$ cat src/rtl/dfhm_pkg.sv
// ----------------------------------------------------------------------------
// dfhm_pkg: shared types and constants for the door forced/held monitor
// Sample, result and state records, event and register codes, time widths.
// ----------------------------------------------------------------------------
package dfhm_pkg;

  // Width of the internal timestamps; all time differences wrap at this width
  localparam int TIME_BITS = 32;
  // Width used for the duration and limit compares
  localparam int CMP_BITS  = (TIME_BITS > 32) ? TIME_BITS : 32;

  localparam int NOW_W      = 32;
  localparam int LIMIT_W    = 32;
  localparam int DEBOUNCE_W = 16;
  localparam int DUR_W      = 32;
  localparam int CFG_ADDR_W = 1;
  localparam int CFG_DATA_W = 32;

  localparam logic [DEBOUNCE_W-1:0] DEBOUNCE_RESET = DEBOUNCE_W'(50);
  localparam logic [LIMIT_W-1:0]    LIMIT_RESET    = '0;

  typedef logic [TIME_BITS-1:0] time_t;

  typedef enum logic [1:0] {
    EV_NONE        = 2'd0,
    EV_FORCED      = 2'd1,
    EV_HELD        = 2'd2,
    EV_HELD_CLOSED = 2'd3
  } event_t;

  typedef enum logic [CFG_ADDR_W-1:0] {
    REG_HELD_LIMIT = 1'b0,
    REG_DEBOUNCE   = 1'b1
  } cfg_reg_t;

  typedef enum logic {
    MODE_UPDATE = 1'b0,
    MODE_INIT   = 1'b1
  } mode_t;

  typedef struct packed {
    logic              mode;
    logic [NOW_W-1:0]  now_ms;
    logic              raw_open;
    logic              released;
    logic              schedule_open;
  } sample_t;

  typedef struct packed {
    logic [1:0]        event_res;
    logic              door_open;
    logic [DUR_W-1:0]  last_open_duration;
  } result_t;

  typedef struct packed {
    logic [CFG_ADDR_W-1:0] addr;
    logic [CFG_DATA_W-1:0] data;
  } cfg_write_t;

  typedef struct packed {
    logic [LIMIT_W-1:0]    held_limit_ms;
    logic [DEBOUNCE_W-1:0] settle_ms;
  } cfg_t;

  typedef struct packed {
    logic  stable_open;
    logic  change_pending;
    time_t pending_start;
    time_t open_start;
    logic  held_timing;
    time_t held_start;
    logic  held_reported;
    logic  forced_flag;
    time_t last_duration;
  } state_t;

endpackage

$ cat src/rtl/dfhm_step.sv
// ----------------------------------------------------------------------------
// dfhm_step: next-state and event logic for one contact sample
// Debounce, forced-open detection, held-open timing and duration capture.
// ----------------------------------------------------------------------------
module dfhm_step
  import dfhm_pkg::*;
(
  input  state_t  st,
  input  cfg_t    cfg,
  input  sample_t smp,
  output state_t  st_next,
  output result_t res
);

  time_t  now;
  time_t  diff_pend;
  time_t  diff_open;
  time_t  diff_held;
  logic   auth;
  logic   changed;
  logic   debounce_done;
  logic   held_due;
  event_t ev;

  // Wrapped elapsed times against each stored start
  assign now       = TIME_BITS'(smp.now_ms);
  assign auth      = smp.released | smp.schedule_open;
  assign diff_pend = now - st.pending_start;
  assign diff_open = now - st.open_start;
  assign diff_held = now - st.held_start;

  assign debounce_done = CMP_BITS'(diff_pend) >= CMP_BITS'(cfg.settle_ms);
  assign held_due      = (cfg.held_limit_ms != '0) &&
                         (CMP_BITS'(diff_held) >= CMP_BITS'(cfg.held_limit_ms));

  always_comb begin
    st_next = st;
    ev      = EV_NONE;
    changed = 1'b0;
    if (smp.mode == MODE_INIT) begin
      // Load state straight from the sample
      st_next.stable_open    = smp.raw_open;
      st_next.change_pending = 1'b0;
      st_next.pending_start  = '0;
      st_next.open_start     = now;
      st_next.held_timing    = smp.raw_open;
      st_next.held_start     = now;
      st_next.held_reported  = 1'b0;
      st_next.forced_flag    = 1'b0;
      st_next.last_duration  = '0;
    end else begin
      // Debounce: a difference must persist for the window
      if (smp.raw_open != st.stable_open) begin
        if (!st.change_pending) begin
          st_next.change_pending = 1'b1;
          st_next.pending_start  = now;
        end else if (debounce_done) begin
          st_next.change_pending = 1'b0;
          st_next.stable_open    = smp.raw_open;
          changed                = 1'b1;
        end
      end else begin
        st_next.change_pending = 1'b0;
      end

      if (changed && smp.raw_open) begin
        // Opening accepted: report forced when not authorized
        st_next.open_start    = now;
        st_next.held_reported = 1'b0;
        st_next.forced_flag   = !auth;
        st_next.held_timing   = !auth;
        st_next.held_start    = now;
        ev                    = auth ? EV_NONE : EV_FORCED;
      end else if (changed) begin
        // Closing accepted: capture duration, close a held episode
        st_next.last_duration = diff_open;
        st_next.held_timing   = 1'b0;
        st_next.held_reported = 1'b0;
        st_next.forced_flag   = 1'b0;
        ev                    = st.held_reported ? EV_HELD_CLOSED : EV_NONE;
      end else if (st.stable_open) begin
        // Door stays open: time the unauthorized stretch
        if (auth) begin
          st_next.held_timing = 1'b0;
        end else if (!st.held_timing) begin
          st_next.held_timing = 1'b1;
          st_next.held_start  = now;
        end else if (!st.held_reported && held_due) begin
          st_next.held_reported = 1'b1;
          ev                    = EV_HELD;
        end
      end
    end
  end

  // Result fields follow the updated state
  always_comb begin
    res.event_res          = ev;
    res.door_open          = st_next.stable_open;
    res.last_open_duration = DUR_W'(st_next.last_duration);
  end

endmodule
$ cat config.mk
export PLATFORM = sky130hd
export DESIGN_NAME = dfhm_step
export DESIGN_NICKNAME = d
export VERILOG_FILES = /design/src/rtl/dfhm_pkg.sv /design/src/rtl/dfhm_step.sv
export SDC_FILE = /design/constraint.sdc
export NUM_CORES = 1
export LEC_CHECK = 0
export ABC_CLOCK_PERIOD_IN_PS = 7350
export BUFFER_PORTS_ARGS = -buffer_cell sky130_fd_sc_hd__buf_2
export CELL_PAD_IN_SITES_DETAIL_PLACEMENT = 2
export CELL_PAD_IN_SITES_GLOBAL_PLACEMENT = 2
export CORE_ASPECT_RATIO = 0.6
export CORE_MARGIN = 3
export CORE_UTILIZATION = 26
export DETAILED_ROUTE_END_ITERATION = 16
export PLACE_DENSITY_LB_ADDON = 0.1
export SLEW_MARGIN = 20
export SYNTH_ARGS = -nofsm -noshare
export SYNTH_HDL_FRONTEND = slang
export SYNTH_SLANG_ARGS = --single-unit
$ cat constraint.sdc
create_clock -name vclk -period 7.35
set_input_delay 0.3675 -clock vclk [all_inputs]
set_output_delay 0.3675 -clock vclk [all_outputs]
set_load 0.02 [all_outputs]
==> results.cfg, run 1 <==
[timing]
worst_hold_slack_ns = 1.09
tns_ns = 0
period_share_pct = 93.5
setup_viol = 0
drv_slew = 0
finalCriticalPeriod_ns = 6.88
slew_headroom_pct = 37.2
finalHoldViolCount = 0
rsz0062_at_grt = false
worst-slew-pin-transition_ns = 0.942
max_freq_mhz = 145

[final_layout]
layout_commonest_cell = buf_2
multiInputGateArea_mm2 = 0.00756
fillers = 4044
num_antenna_cells = 0
seq_area_um2 = 0
layout_common_cells = buf_2 (385), inv_1 (161), ha_1 (141)
drive_above_1_share_pct = 31.2
clock_buffers = 0
seq_cells = 0
nNetsFinal = 1937
areaGrowthSynthToFinish_pct = 25.1

[floorplanning]
num_rows = 51
coreArea_mm2 = 0.0326
initial_core_util_pct = 26.6
die_y_um = 147
die_area_mm2 = 0.0356
chipWidth_um = 242
boundaryPins = 385

[place]
routabilityCongestion = 0.864
io_buffers = 385
post-dp-hpwl_mm = 39.6

[global_routing]
grt_max_degree = 75
grt_pass1_wl_mm = 67.6
gr-total-overflow = 0
grt_pass1_vias = 11000
gr-usage-all-layers_pct = 24.0
antenna_found_initial = 6

[critical_path]
cp_top_family = compound AO/OA/AOI/OAI gates
cp_slowest_cell = or4_1
path_depth = 27
cp.arrival_ns = 6.51
path_max_fanout = 34
critical_path.startpoint = smp[3]
crit_type = in -> out
required_ns = 6.98
cpPeakStageDelay_ns = 0.53
crit_buf_inv = 6
end_kind = primary output
startpoint_type = primary input
cp-endpoint = st_next[77]

[routing]
wl_mm = 44.5
post-route-drc-count = 0
firstDrtPassIters = 5
wl_per_cell_um = 22.0
dr.first_iter.drc_count = 502
ant_nets = 0
dr_total_vias = 10300
routed_via_density = 5.08

[synthesis]
synth_cell_types = 66
synth_fp_nets = 1599
syn_area_per_cell_um2 = 7.00
ys_warn_count = 0
netlist_area_mm2 = 0.00867
synth_seq_area_share_pct = 0
netlist_instances = 1238

[outcome]
status = completed

[power_and_ir_drop]
p_leak_nw = 6.02
ir_drop_mv = 0.0327
p_per_area_mw_per_mm2 = 97.9

[clock_tree]
hold_buffers = 0

[worst_hold_path]
hold_path.class = in -> out

[run]
maxCapViolCount = 0
-- where the power goes --
group / total [mW] / switching (mW) / leakage, nW / internal, mW
logic: 1.06 / 0.635 / 6.02 / 0.427
registers: 0 / 0 / 0 / 0
clock network: 0 / 0 / 0 / 0
total: 1.06 / 0.635 / 6.02 / 0.427
-- area by class of cell --
type	instances	area share [%]
multi-input combinational	1006	69.8
timing repair buffer	406	19.5
inverter	162	5.61
tap	450	5.19
-- how the worst min path moves through the flow --
stage	startpoint	depth (start not counted)	to	slack (ns)
final	st[102]	4	st_next[102]	1.09
after global routing	st[63]	3	st_next[63]	1.11
after CTS	st[102]	4	st_next[102]	1.10
after detailed placement	st[127]	4	st_next[127]	1.10
after global placement	st[117]	4	st_next[117]	1.09
after floorplan	smp[5]	1	st_next[36]	0.89
-- stage by stage --
stage | area, um2 | setup WS [ns] | cells | total power, mW | utilization, %
floorplan | 8670 | 1.23 | 1238 | 0.710 | -
global placement | 10800 | 0.599 | 2024 | 1.03 | 33.2
detailed placement | 10800 | 0.401 | 2024 | 1.06 | 33.2
CTS | 10800 | 0.376 | 2024 | 1.07 | 33.2
global route | 10800 | 0.0688 | 2024 | 1.17 | 33.3
finish | 10800 | 0.475 | 2024 | 1.06 | 33.3
-- repair_timing --
item | 4_1_cts | 5_1_grt
setup endpoints to repair | 0 | 92
resized for setup | 0 | 2
setup buffers | 0 | 0
-- cells by family after synthesis --
group,synth area share (%)
AO/OA/AOI/OAI,25.8
AND/OR/NAND/NOR,19.0
buffers and inverters,12.9
adder cells (fa/ha/maj),21.0
multiplexers,13.3
XOR/XNOR,7.97
-- layer usage --
metal | share of wire (%) | vias up | track usage (%)
met5 | 0.15 | - | 0
met4 | 0.34 | 10 | 0.690
met3 | 4.2 | 18 | 2.96
met2 | 45 | 209 | 40.1
met1 | 51 | 5019 | 34.8
li1 | - | 5030 | -
-- cell usage after synthesis (all sizes together) (13+ instances only) --
| library cell | n | share of area [%] |
|---|---|---|
| buf | 48 | 4.9 |
| and3 | 14 | 1.0 |
| mux2 | 65 | 9.7 |
| nand3 | 14 | 0.81 |
| clkbuf | 22 | 0.97 |
| mux2i | 31 | 3.6 |
| o21ai | 56 | 3.2 |
| xnor2 | 57 | 5.8 |
| nor2 | 81 | 3.7 |
| nand2 | 115 | 5.0 |
| ha | 141 | 20 |
| nor3 | 18 | 1.0 |
| xor2 | 21 | 2.2 |
| a21oi | 128 | 7.4 |
| nor2b | 20 | 1.4 |
| nand2b | 18 | 1.3 |
| nand4 | 13 | 0.94 |
| nor4 | 13 | 0.94 |
| inv | 162 | 7.0 |
| a21o | 56 | 4.8 |
No activity file was read; power rests on OpenSTA's default activity.
==> run 2: changes to the inputs <==
Settings changed: BUFFER_PORTS_ARGS -buffer_cell sky130_fd_sc_hd__buf_2 to -buffer_cell sky130_fd_sc_hd__clkbuf_2.
==> run 2 against run 1 <==
Against the previous run: sequential cell count stayed put; critical path type unchanged; global-route usage down 0.23 points; largest cell class unchanged; maximum frequency grew 0.52%; routed wire length decreased by 0.12%; combinational power hardly changed; setup slack better by 0.035 ns; design area grew 0.27%; first-iteration DRC count decreased by 10%; die area is the same; non-clock buffer count is 3 higher; total power shrank 0.44%.
==> results.cfg, run 2 (synthesis results as in run 1) <==
[timing]
worst-slew-pin-transition_ns = 0.901
tns_ns = 0
drv_slew = 0
rsz0062_at_grt = false
period_share_pct = 93.1
max_freq_mhz = 146
worst_hold_slack_ns = 1.07
slew_headroom_pct = 39.9
finalCriticalPeriod_ns = 6.84
finalHoldViolCount = 0
setup_viol = 0

[routing]
dr_total_vias = 10400
ant_nets = 0
wl_per_cell_um = 21.9
dr.first_iter.drc_count = 451
firstDrtPassIters = 4
routed_via_density = 5.11
post-route-drc-count = 0
wl_mm = 44.5

[global_routing]
grt_pass1_vias = 10800
gr-total-overflow = 0
grt_pass1_wl_mm = 66.7
grt_max_degree = 75
gr-usage-all-layers_pct = 23.7
antenna_found_initial = 9

[final_layout]
nNetsFinal = 1940
layout_commonest_cell = clkbuf_2
drive_above_1_share_pct = 31.4
areaGrowthSynthToFinish_pct = 25.4
seq_area_um2 = 0
clock_buffers = 0
layout_common_cells = clkbuf_2 (385), inv_1 (161), ha_1 (141)
seq_cells = 0

[clock_tree]
post_cts_buffers = 0
hold_buffers = 0

[critical_path]
required_ns = 6.98
end_kind = primary output
crit_type = in -> out
cp.arrival_ns = 6.47
startpoint_type = primary input
path_max_fanout = 34

[power_and_ir_drop]
ir_drop_mv = 0.0298
clkPwrFrac_pct = 0
p_sw_mw = 0.631
p_seq_share_pct = 0
p_sw_share_pct = 59.7
power_frac_comb_pct = 100.0
internal-power_mw = 0.426
p_per_area_mw_per_mm2 = 97.2
p_leak_nw = 6.06

[worst_hold_path]
hold_path.class = in -> out

[floorplanning]
die_area_mm2 = 0.0356
boundaryPins = 385
num_rows = 51
initial_core_util_pct = 26.6
chipWidth_um = 242
coreArea_mm2 = 0.0326
die_y_um = 147

[place]
post-dp-hpwl_mm = 39.5
routabilityCongestion = 0.862
io_buffers = 385

[run]
maxCapViolCount = 0

[outcome]
status = completed
[run 2: final timing paths]
check,startpoint,end,slack [ns],cells past startpoint
max,smp[3],st_next[69],0.51,27
min,st[117],st_next[117],1.07,4
[run 2: what timing repair did]
action,CTS,global route
setup endpoints to repair,0,127
gates resized for setup,0,3
hold endpoints to repair,0,0
[run 2: critical path, cell delays in order]
cell       delay, ns
clkbuf_2        0.11
inv_1           0.21
ha_1            0.24
inv_1           0.07
fa_1            0.42
a211oi_1        0.26
o21ai_1         0.20
o21ai_0         0.21
nand2_1         0.11
a21o_1          0.19
a21oi_1         0.17
xnor2_1         0.09
ha_1            0.19
a21oi_1         0.14
nor2b_1         0.05
o21ai_0         0.26
o2111ai_1       0.17
or4_1           0.53
a311o_1         0.30
a2111oi_2       0.34
nand4_1         0.15
o31a_2          0.46
buf_4           0.21
a31oi_4         0.21
buf_12          0.25
mux2_2          0.37
clkbuf_2        0.17
[run 2: power by group through the flow]
stage | Clock (mW) | Combinational (mW) | Sequential [mW]
after global routing | 0.0000000365 | 1.17 | 0
final | 0.0000000365 | 1.06 | 0
after detailed placement | 0 | 1.06 | 0
after floorplan | 0 | 0.710 | 0
after CTS | 0 | 1.06 | 0
after global placement | 0 | 1.03 | 0
[run 2: per-layer routing]
metal / part of all wire, % / track usage, % / wire length (um)
met3: 3.7 / 1.87 / 1650
met5: 0.11 / 0 / 51
met1: 51 / 34.7 / 22500
met2: 45 / 39.5 / 19800
met4: 0.97 / 2.28 / 433
[run 2: per-stage QoR]
stage               std cells  area (um2)  util [%]  total power, mW  setup slack [ns]
floorplan                1238        8670         -            0.710              1.23
global placement         2027       10900      33.3             1.03             0.593
detailed placement       2027       10900      33.3             1.06             0.317
CTS                      2027       10900      33.3             1.06             0.291
global route             2029       10900      33.3             1.17            0.0341
finish                   2029       10900      33.3             1.06             0.510
[run 2: final cells by class]
type               count  area (um2)
diodes                 2        5.00
fillers             3967       21700
inverters            162         608
multi-input cells   1006        7570
well taps            450         563
repair buffers       409        2130
